`src/rtl/mh2_pkg.sv`:
```
package mh2_pkg;

  localparam int unsigned HashW = 32;
  localparam int unsigned ByteW = 8;
  localparam int unsigned TailW = 24;

  localparam logic [HashW-1:0] MH_MUL     = 32'h5bd1e995;
  localparam logic [HashW-1:0] SEED_RESET = 32'd464;

  localparam int unsigned KShift   = 24;
  localparam int unsigned AvShiftA = 13;
  localparam int unsigned AvShiftB = 15;

endpackage

```
`src/rtl/mh2_mul.sv`:
```
module mh2_mul
  import mh2_pkg::*;
(
  input  logic             clk_i,
  input  logic [HashW-1:0] a_i,
  output logic [HashW-1:0] prod_o
);

  logic [HashW-1:0] prod_q;
  logic [HashW-1:0] prod_d;

  // low word of a * m
  assign prod_d = a_i * MH_MUL;

  always_ff @(posedge clk_i) begin
    prod_q <= prod_d;
  end

  assign prod_o = prod_q;

endmodule

```
`src/rtl/murmurhash2_byte_stream.sv`:
```
// A byte that does not complete a word is taken without holding the input; a byte that
// completes a word holds the input in K1, K2, HM (two k multiplies, one h multiply).
// A last item raises m_axis_tvalid after its word, tail and avalanche multiplies and
// holds the input as long; a waiting hash stalls the avalanche.
// All multiplies share one registered 32x32 multiplier, one product per cycle.
// Reset (rst_ni low, asynchronous) clears the hash state and loads seed 464.
module murmurhash2_byte_stream
  import mh2_pkg::*;
(
  input  logic             clk_i,
  input  logic             rst_ni,
  input  logic             cfg_we_i,
  input  logic [HashW-1:0] cfg_wdata_i,
  input  logic             s_axis_tvalid,
  output logic             s_axis_tready,
  input  logic [39:0]      s_axis_tdata,   // [7:0] data_byte, [39:8] message_length
  input  logic             s_axis_tuser,   // [0] first_byte
  input  logic             s_axis_tlast,
  output logic             m_axis_tvalid,
  input  logic             m_axis_tready,
  output logic [31:0]      m_axis_tdata    // [31:0] hash_value
);

  localparam logic [3:0] ST_IDLE = 4'd0;
  localparam logic [3:0] ST_K1   = 4'd1;
  localparam logic [3:0] ST_K2   = 4'd2;
  localparam logic [3:0] ST_HM   = 4'd3;
  localparam logic [3:0] ST_TL   = 4'd4;
  localparam logic [3:0] ST_TLW  = 4'd5;
  localparam logic [3:0] ST_AV   = 4'd6;
  localparam logic [3:0] ST_AVW  = 4'd7;

  logic [3:0]       state_q, state_d;
  logic [HashW-1:0] seed_q;
  logic [HashW-1:0] h_q, h_d;
  logic [TailW-1:0] wb_q, wb_d;
  logic [1:0]       pos_q, pos_d;
  logic             last_q, last_d;
  logic [HashW-1:0] k_q, k_d;
  logic             out_vld_q, out_vld_d;
  logic [HashW-1:0] out_q, out_d;

  logic [HashW-1:0] mul_a;
  logic [HashW-1:0] prod;

  logic             accept;
  logic [ByteW-1:0] in_byte;
  logic [HashW-1:0] in_len;
  logic [HashW-1:0] h_n;
  logic [TailW-1:0] wb_n;
  logic [1:0]       pos_n;
  logic             take;
  logic             mix;

  mh2_mul u_mul (
    .clk_i  (clk_i),
    .a_i    (mul_a),
    .prod_o (prod)
  );

  assign in_byte       = s_axis_tdata[7:0];
  assign in_len        = s_axis_tdata[39:8];
  assign s_axis_tready = (state_q == ST_IDLE);
  assign accept        = s_axis_tvalid && s_axis_tready;
  assign m_axis_tvalid = out_vld_q;
  assign m_axis_tdata  = out_q;

  always_comb begin
    h_n   = h_q;
    wb_n  = wb_q;
    pos_n = pos_q;
    take  = 1'b1;
    if (s_axis_tuser) begin
      h_n   = seed_q ^ in_len;
      wb_n  = '0;
      pos_n = '0;
      take  = (in_len != '0);
    end
    mix = take && (pos_n == 2'd3);
  end

  always_comb begin
    state_d   = state_q;
    h_d       = h_q;
    wb_d      = wb_q;
    pos_d     = pos_q;
    last_d    = last_q;
    k_d       = k_q;
    out_vld_d = out_vld_q;
    out_d     = out_q;
    mul_a     = '0;

    if (out_vld_q && m_axis_tready) begin
      out_vld_d = 1'b0;
    end

    unique case (state_q)
      ST_IDLE: begin
        if (accept) begin
          h_d    = h_n;
          last_d = s_axis_tlast;
          if (mix) begin
            mul_a   = {in_byte, wb_n};
            wb_d    = '0;
            pos_d   = '0;
            state_d = ST_K1;
          end else begin
            wb_d  = wb_n;
            pos_d = pos_n;
            if (take) begin
              case (pos_n)
                2'd0:    wb_d[7:0]   = in_byte;
                2'd1:    wb_d[15:8]  = in_byte;
                default: wb_d[23:16] = in_byte;
              endcase
              pos_d = pos_n + 2'd1;
            end
            if (s_axis_tlast) begin
              state_d = (pos_d != 2'd0) ? ST_TL : ST_AV;
            end
          end
        end
      end
      ST_K1: begin
        mul_a   = prod ^ (prod >> KShift);
        state_d = ST_K2;
      end
      ST_K2: begin
        k_d     = prod;
        mul_a   = h_q;
        state_d = ST_HM;
      end
      ST_HM: begin
        h_d     = prod ^ k_q;
        state_d = last_q ? ST_AV : ST_IDLE;
      end
      ST_TL: begin
        mul_a   = h_q ^ {{(HashW-TailW){1'b0}}, wb_q};
        state_d = ST_TLW;
      end
      ST_TLW: begin
        h_d     = prod;
        state_d = ST_AV;
      end
      ST_AV: begin
        if (!out_vld_q || m_axis_tready) begin
          mul_a   = h_q ^ (h_q >> AvShiftA);
          state_d = ST_AVW;
        end
      end
      ST_AVW: begin
        out_d     = prod ^ (prod >> AvShiftB);
        out_vld_d = 1'b1;
        h_d       = '0;
        wb_d      = '0;
        pos_d     = '0;
        last_d    = 1'b0;
        state_d   = ST_IDLE;
      end
      default: begin
        state_d = ST_IDLE;
      end
    endcase
  end

  always_ff @(posedge clk_i or negedge rst_ni) begin
    if (!rst_ni) begin
      state_q   <= ST_IDLE;
      seed_q    <= SEED_RESET;
      h_q       <= '0;
      wb_q      <= '0;
      pos_q     <= '0;
      last_q    <= 1'b0;
      out_vld_q <= 1'b0;
    end else begin
      state_q   <= state_d;
      h_q       <= h_d;
      wb_q      <= wb_d;
      pos_q     <= pos_d;
      last_q    <= last_d;
      out_vld_q <= out_vld_d;
      if (cfg_we_i) begin
        seed_q <= cfg_wdata_i;
      end
    end
  end

  always_ff @(posedge clk_i) begin
    k_q   <= k_d;
    out_q <= out_d;
  end

`ifndef ASSERT_OFF
  a_k1_from_idle: assert property (@(posedge clk_i) disable iff (!rst_ni)
    (state_q == ST_K1) |-> ($past(state_q) == ST_IDLE))
    else $error("word mix started outside idle");

  a_last_runs_on: assert property (@(posedge clk_i) disable iff (!rst_ni)
    (accept && s_axis_tlast) |=> (state_q != ST_IDLE))
    else $error("last item did not start finalization");

  a_fin_emits: assert property (@(posedge clk_i) disable iff (!rst_ni)
    (state_q == ST_AVW) |=> (out_vld_q && (state_q == ST_IDLE) && (pos_q == 2'd0)))
    else $error("finalization did not emit a hash");
`endif

endmodule

```
`config.mk`:
```
export PLATFORM = sky130hd
export DESIGN_NAME = murmurhash2_byte_stream
export DESIGN_NICKNAME = d
export VERILOG_FILES = /design/src/rtl/mh2_pkg.sv /design/src/rtl/mh2_mul.sv /design/src/rtl/murmurhash2_byte_stream.sv
export SDC_FILE = /design/constraint.sdc
export NUM_CORES = 1
export LEC_CHECK = 0
export BUFFER_PORTS_ARGS = -buffer_cell sky130_fd_sc_hd__clkbuf_2
export CAP_MARGIN = 20
export CORE_MARGIN = 1.5
export CORE_UTILIZATION = 45
export CTS_CLUSTER_DIAMETER = 200
export DETAILED_ROUTE_END_ITERATION = 10
export PLACE_DENSITY = 0.63
export SKIP_LAST_GASP = 1
export SLEW_MARGIN = 20
export SYNTH_ARGS = -nofsm -noshare
export SYNTH_HDL_FRONTEND = slang
export SYNTH_SLANG_ARGS = --single-unit
```
`constraint.sdc`:
```
create_clock -name clk_i -period 7.2 [get_ports clk_i]
set_input_delay 0.72 -clock clk_i [delete_from_list [all_inputs] [get_ports clk_i]]
set_output_delay 0.72 -clock clk_i [all_outputs]
set_load 0.02 [all_outputs]
```
==> impl_metrics.tcl, run 1 <==
set metrics [dict create \
    outcome "finished, violations left" \
    violations "setup timing" \
    yosys.area.top_type "fa_1" \
    track_usage_pct 28.1 \
    synthTopCellsByArea "fa_1, ha_1, dfrtp_1" \
    postRouteAntennaNets 0 \
    initial_core_util_pct 45.7 \
    first_pass_iters 6 \
    clock-sinks 191 \
    clockRootBuffer "clkbuf_16" \
    io_buffers 112 \
    ys_ff_latch 191 \
    pin_count 113 \
    antenna_found_initial 0 \
    async_flop_share_pct 49.7 \
    critPathRequiredTime_ns 7.54 \
    grt_pass1_vias 15000 \
    clock.fmax_ghz 0.131 \
    final-hold-violation-count 0 \
    synth_edf_count 64 \
    hold_class "in -> async" \
    clk_latency_ns 0.45 \
    antenna-diode-count 0 \
    gp_congestion 0.965 \
    drt_iter0_drc 973 \
    rsz0062_at_grt "true" \
    die_x_um 201 \
    cp_common_cell "xnor2_1" \
    via_per_inst 5.46 \
    grt_max_degree 65 \
    wire_per_inst_um 21.8 \
    setup_slack_ns -0.436 \
    synthCells 1706 \
    fin_skew_ns 0.00870 \
    synth-seq-area-share_pct 27.9 \
    finalSetupViolations 14 \
    coreArea_mm2 0.0387 \
    clock_path_buffers 2 \
    finalSetupTns_ns -2.92 \
    syn_area_mm2 0.0177 \
    final_layout_size_suffix_gt1_share_pct 27.9 \
    placementRows 72 \
    route.detailed.drc 0 \
    synth.distinct_cells 62 \
    synth_nets 2185 \
    grt-ovfl-total 0 \
    finalCritPeriodShare_pct 106 \
    tightest_slew_ns 0.841 \
    htree_levels 4 \
    max_slew_margin_pct 43.9 \
    vias 14300 \
    ys.flop_type "dfrtp_1" \
    drt-total-wl_um 57100 \
    die_y_um 201 \
    fin_crit_ns 7.64 \
    cpMaxStageDelayCell "fa_1" \
    cts_tree "done" \
    critPathLaunchType "input pin" \
    dieArea_mm2 0.0405 \
    syn_area_per_cell_um2 10.4 \
    critPathArrivalTime_ns 7.98 \
    synth_top_area_share_pct 20.5 \
    critPathMaxFanout 8 \
    cpPeakStageDelay_ns 0.59 \
    clk_pin_slew_ns 0.07 \
    ctsHoldBuffers 0 \
    max_cap_viol_count 0 \
    numCtsBuffers 17 \
    critPathKind "in -> reg" \
    grt_pass1_wl_um 86100 \
    slew_viol_final 0 \
    area_growth_pct 27.0 \
    nets 2562 \
    hold_ws_ns 0.274 \
    yosys_warnings 0 \
    place_hpwl_um 45400 \
    critPathCaptureType "flip-flop" \
    post-place-ws_ns -1.10 \
]
[cells in the final DEF (no fill, tap or decap), types with 26 or more instances in the layout]
master and count:
ha_4 29, a21oi_1 48, nand2_1 85, a22oi_1 30, edfxtp_1 64, dfxtp_1 32, xor2_1 55, ha_1 188
dfrtp_1 90, nor2_1 37, mux2_2 33, a21o_1 26, xnor2_1 72, buf_4 268, fa_1 176, clkbuf_2 108
o21ai_0 83, inv_1 349
[path summary, 6_finish.rpt]
kind,startpoint,end,slack (ns),cells after the start
max,s_axis_tdata[25],u_mul.prod_o[31],-0.44,29
min,rst_ni,seed_q[26],0.27,1
max reg2reg,state_q[2],u_mul.prod_o[31],-0.22,26
min reg2reg,pos_q[0],pos_q[0],0.53,1
max in group asynchronous,rst_ni,state_q[0],5.79,2
min in group clk_i,cfg_wdata_i[12],seed_q[12],0.50,2
[synthesized netlist by cell type, types with 41 or more instances]
cell type,count
xnor2_1,74
dfrtp_1,91
o21ai_0,88
edfxtp_1,64
inv_1,357
nor2_1,41
clkbuf_1,42
a21oi_1,55
ha_1,219
nand2_1,86
xor2_1,56
fa_1,181
[registers in the layout (all words and copies together), names as in the netlist]
name,count
pos_q,2
u_mul.prod_o,32
seed_q,32
last_q,1
m_axis_tvalid,1
k_q,32
h_q,32
wb_q,24
m_axis_tdata,32
state_q,3
[stage by stage]
| step | cells | cell area, µm² | utilization [%] |
|---|---|---|---|
| 2_1_floorplan | 1706 | 17900 | - |
| 3_3_place_gp | 2553 | 21100 | 54.3 |
| 3_5_place_dp | 2553 | 21100 | 54.3 |
| 4_1_cts | 2592 | 21800 | 56.4 |
| 5_1_grt | 2614 | 22500 | 58.0 |
| 6_report | 2614 | 22500 | 58.0 |
[area by class of cell]
type | instances | area, µm²
well taps | 518 | 648
clock inverters | 14 | 158
repair buffers | 406 | 2990
multi-input cells | 1110 | 12000
inverters | 357 | 1340
flip-flops and latches | 191 | 4950
clock buffers | 18 | 429
fillers | 3295 | 16300
[critical path, delay by kind of cell]
| kind | cells | cell delay, ns |
|---|---|---|
| fa+ha+maj | 8 | 3.50 |
| xor+xnor | 9 | 1.51 |
| buf+inv | 7 | 0.84 |
| compound gates | 2 | 0.83 |
| simple gates | 3 | 0.58 |
[cells by family (layout without fill, tap and decap cells)]
| group | Yosys count | count (layout) | synth area share, % |
|---|---|---|---|
| buffers and inverters | 406 | 795 | 8.63 |
| adder cells (fa/ha/maj) | 400 | 400 | 36.0 |
| AO/OA/AOI/OAI | 339 | 340 | 13.2 |
| AND/OR/NAND/NOR | 206 | 206 | 5.56 |
| flip-flops | 191 | 191 | 27.9 |
| XOR/XNOR | 131 | 131 | 6.56 |
| multiplexers | 33 | 33 | 2.10 |
[what timing repair did]
item                                    in CTS  in global routing
setup buffers                                7                 22
endpoints found under the setup margin      16                 18
gates resized for setup                     26                 85
pin swaps                                   24                 42
gates cloned                                 0                  2
[routing by layer]
layer | part of all wire [%] | global-route usage, % | up-vias
met5 | 0 | 0 | -
met4 | 5.2 | 13.3 | 0
met3 | 5.2 | 3.26 | 136
met2 | 47 | 47.7 | 533
met1 | 42 | 35.9 | 7138
li1 | - | - | 6468
Power of run 1 is not shown: default switching activity piles up to over one toggle a cycle in this logic, so the estimate is an artifact.
==> inputs of run 2 (changes only) <==
RECOVER_POWER = 50   (was default)
==> impl_metrics.tcl, run 2 (same netlist as run 1, synthesis figures left out) <==
set metrics [dict create \
    placementRows 72 \
    finalSetupTns_ns -2.94 \
    initial_core_util_pct 45.7 \
    grt_max_degree 65 \
    route.detailed.drc 0 \
    clock_path_buffers 2 \
    place_inst 2553 \
    clk_latency_ns 0.45 \
    critPathLaunchType "input pin" \
    critPathLaunch "s_axis_tdata[25]" \
    place_hpwl_um 45400 \
    hold_class "in -> reg" \
    track_usage_pct 28.1 \
    critPathMaxFanout 8 \
    grt-ovfl-total 0 \
    cpMaxStageDelayCell "fa_1" \
    clock.fmax_ghz 0.131 \
    clockRootBuffer "clkbuf_16" \
    clock-sinks 191 \
    tightest_slew_ns 2.77 \
    vias 14300 \
    antenna_found_initial 0 \
    fin_skew_ns 0.00828 \
    die_y_um 201 \
    crit_buf_inv 7 \
    critPathRequiredTime_ns 7.54 \
    pin_count 113 \
    grt_use_met1_pct 35.9 \
    final-hold-violation-count 0 \
    critPathArrivalTime_ns 7.98 \
    finalCritPeriodShare_pct 106 \
    final_layout_size_suffix_gt1_share_pct 27.0 \
    finalSetupViolations 13 \
    reg2reg_slack_ns -0.22 \
    gp_congestion 0.965 \
    htree_levels 4 \
    crit_family "adder cells" \
    outcome "finished, violations left" \
    grt_pass1_wl_um 86100 \
    violations "capacitance limit, slew limit, setup timing" \
    grt_pass1_vias 15000 \
    top_usage_layer "met2" \
    die_x_um 201 \
    cpPeakStageDelay_ns 0.59 \
    max_cap_viol_count 3 \
    antenna-diode-count 0 \
    nFillCells 3314 \
    fin_crit_ns 7.64 \
    instances_no_fill 2614 \
    hold_ws_ns 0.501 \
    cp_common_cell "xnor2_1" \
    use_met3_pct 3.26 \
    slew_viol_final 131 \
    coreArea_mm2 0.0387 \
    reg2reg_from "state_q[2]" \
    io_buffers 112 \
    dieArea_mm2 0.0405 \
    critPathKind "in -> reg" \
    clk_pin_slew_ns 0.08 \
    critPathCaptureType "flip-flop" \
    wire_per_inst_um 21.8 \
    max_slew_margin_pct -84.6 \
    postRouteAntennaNets 0 \
    layout_commonest_cell "inv_1" \
    drt_iter0_drc 945 \
    cts_tree "done" \
    area_growth_pct 26.6 \
    via_per_inst 5.47 \
    min_from "cfg_wdata_i[19]" \
    grtUsageMet2_pct 47.7 \
    setup_slack_ns -0.443 \
    nets 2562 \
    first_pass_iters 5 \
    drt-total-wl_um 57000 \
    layout_common_cells "inv_1, buf_4, ha_1, fa_1, clkbuf_2" \
    rsz0062_at_grt "true" \
    numCtsBuffers 17 \
]
==> run 2: changes by cell type in the layout (fill, tap and decap cells not counted), sizes merged <==
cell    previous run  this run
clkbuf           127       145
buf              297       279
==> run 2: layout make-up <==
class	count	area (µm²)	area share, %
multi-input cells	1110	12000	53.4
clock buffers	18	429	1.92
inverters	357	1340	6.00
clock inverters	14	158	0.704
well taps	518	648	2.89
repair buffers	406	2920	13.0
flip-flops and latches	191	4950	22.1
==> run 2: final timing paths <==
check                                   end  cells after the start
hold reg to reg                    pos_q[0]                      1
max in group asynchronous        state_q[0]                      2
hold / removal                   seed_q[19]                      2
setup / recovery           u_mul.prod_o[31]                     29
setup reg to reg           u_mul.prod_o[30]                     29
min in group asynchronous        seed_q[26]                      1
==> run 2: through the flow <==
stage,utilization (%),setup slack (ns),instance area [µm²]
2_1_floorplan,-,-0.534,17900
3_3_place_gp,54.3,-1.11,21100
3_5_place_dp,54.3,-1.10,21100
4_1_cts,56.4,-0.402,21800
5_1_grt,57.8,-0.797,22400
6_report,57.8,-0.443,22400
==> run 2: metal layers <==
layer	vias up	wire, µm
met4	0	2890
li1	6461	-
met3	141	3040
met1	7180	23800
met5	-	0
met2	525	27300
==> run 2: repair_timing <==
action | CTS | global route
gates resized for setup | 26 | 85
setup buffers | 7 | 22
gates cloned | 0 | 2
endpoints found under the setup margin | 16 | 18
pin swaps | 24 | 42
hold buffers | 0 | 0
Power of run 2 is left out for the same reason.
==> inputs of run 3 (changes only) <==
SETUP_SLACK_MARGIN = 0.02   (was default)
==> impl_metrics.tcl, run 3 (same netlist as run 1, synthesis figures left out) <==
set metrics [dict create \
    nFillCells 3313 \
    reg2reg_from "m_axis_tvalid" \
    die_x_um 201 \
    critPathCaptureType "flip-flop" \
    clock_path_buffers 2 \
    final_layout_size_suffix_gt1_share_pct 27.0 \
    setup_slack_ns -0.438 \
    grt_use_met1_pct 35.9 \
    clk_pin_slew_ns 0.08 \
    slew_viol_final 131 \
    critPathLaunchType "input pin" \
    max_cap_viol_count 3 \
    reg2reg_slack_ns -0.23 \
    numCtsBuffers 17 \
    area_growth_pct 26.7 \
    track_usage_pct 28.1 \
    grt-ovfl-total 0 \
    critPathRequiredTime_ns 7.54 \
    rsz0062_at_grt "true" \
    finalCritPeriodShare_pct 106 \
    grt_pass1_vias 15000 \
    final-hold-violation-count 0 \
    max_slew_margin_pct -87.7 \
    postRouteAntennaNets 0 \
    critPathLaunch "s_axis_tdata[25]" \
    place_inst 2553 \
    pin_count 113 \
    first_pass_iters 5 \
    dieArea_mm2 0.0405 \
    antenna_found_initial 0 \
    grtUsageMet2_pct 47.7 \
    cpMaxStageDelayCell "fa_1" \
    tightest_slew_ns 2.82 \
    drt-total-wl_um 57000 \
    violations "capacitance limit, slew limit, setup timing" \
    wire_per_inst_um 21.8 \
    clock.fmax_ghz 0.131 \
    hold_class "in -> reg" \
    initial_core_util_pct 45.7 \
    place_hpwl_um 45400 \
    fin_skew_ns 0.00898 \
    critPathArrivalTime_ns 7.98 \
    antenna-diode-count 0 \
    grt_pass1_wl_um 86100 \
    layout_common_cells "inv_1, buf_4, ha_1, fa_1, clkbuf_2" \
    htree_levels 4 \
    ctsHoldBuffers 0 \
    via_per_inst 5.44 \
    clk_latency_ns 0.45 \
    cpPeakStageDelay_ns 0.59 \
    route.detailed.drc 0 \
    clock-sinks 191 \
    grt_max_degree 65 \
    outcome "finished, violations left" \
    worstSetupEndpoint "u_mul.prod_o[31]" \
    finalSetupViolations 14 \
    rr_worst_depth 27 \
    critPathKind "in -> reg" \
    top_usage_layer "met2" \
    layout_commonest_cell "inv_1" \
    cts_tree "done" \
    die_y_um 201 \
    vias 14200 \
    instances_no_fill 2615 \
    nets 2563 \
    drt_iter0_drc 1043 \
    clockRootBuffer "clkbuf_16" \
    coreArea_mm2 0.0387 \
    critPathMaxFanout 8 \
    fin_crit_ns 7.64 \
    r2r-end "u_mul.prod_o[31]" \
    io_buffers 112 \
    use_met3_pct 3.26 \
    placementRows 72 \
    gp_congestion 0.965 \
]
[run 3: changes by cell type in the layout (fill, tap and decap cells not counted)]
| cell | before | now |
|---|---|---|
| buf_6 | 18 | 19 |
| nand3_2 | 1 | 0 |
| ha_2 | 2 | 3 |
| ha_4 | 29 | 28 |
| xnor2_1 | 72 | 71 |
| nand3_4 | 0 | 1 |
| xnor2_2 | 2 | 3 |
[run 3: cell type report]
class                           count  area (µm²)  share of cell area [%]
Sequential cell                   191        4950                    22.1
Clock buffer                       18         429                    1.91
Inverter                          357        1340                    5.99
Multi-Input combinational cell   1110       12000                    53.4
Timing Repair Buffer              407        2930                    13.1
Tap cell                          518         648                    2.89
Clock inverter                     14         158                   0.703
[run 3: stage by stage]
| step | area, µm² | util, % | setup WS (ns) | hold slack, ns | TNS, ns |
|---|---|---|---|---|---|
| final | 22400 | 57.9 | -0.438 | 0.497 | -3.15 |
| after floorplan | 17900 | - | -0.534 | 0.424 | -2.16 |
| after global routing | 22400 | 57.9 | -0.797 | 0.491 | -6.84 |
| after CTS | 21800 | 56.4 | -0.402 | 0.296 | -3.47 |
| after global placement | 21100 | 54.3 | -1.11 | 0.508 | -14.16 |
| after detailed placement | 21100 | 54.3 | -1.10 | 0.516 | -14.59 |
[run 3: repair_timing]
action,CTS,global route
pin swaps,26,45
resized for setup,26,87
gates cloned,0,2
setup endpoints to repair,16,18
buffers inserted,8,24
[run 3: how the worst min path moves through the flow]
stage                               start    endpoint  slack [ns]  cells after the start
final                     cfg_wdata_i[19]  seed_q[19]        0.50                      2
after global routing      cfg_wdata_i[18]  seed_q[18]        0.49                      2
after CTS                          rst_ni      h_q[3]        0.30                      1
after detailed placement         pos_q[0]    pos_q[0]        0.52                      1
after global placement             h_q[1]      h_q[1]        0.51                      2
after floorplan                    rst_ni      h_q[0]        0.42                      0
[run 3: layer usage]
layer	routed length, µm	up-vias
met5	0	-
met1	23800	7079
met3	3040	132
li1	-	6473
met2	27400	546
met4	2790	0
[run 3: critical path: cells and delay by family]
kind | cells | cell delay [ns]
xor gates and xnor gates | 9 | 1.51
adders and majority gates | 8 | 3.87
and+or+nand+nor | 3 | 0.58
buffers and inverters | 3 | 0.33
AOI/OAI and AO/OA | 2 | 0.97
Power of run 3 is left out for the same reason.
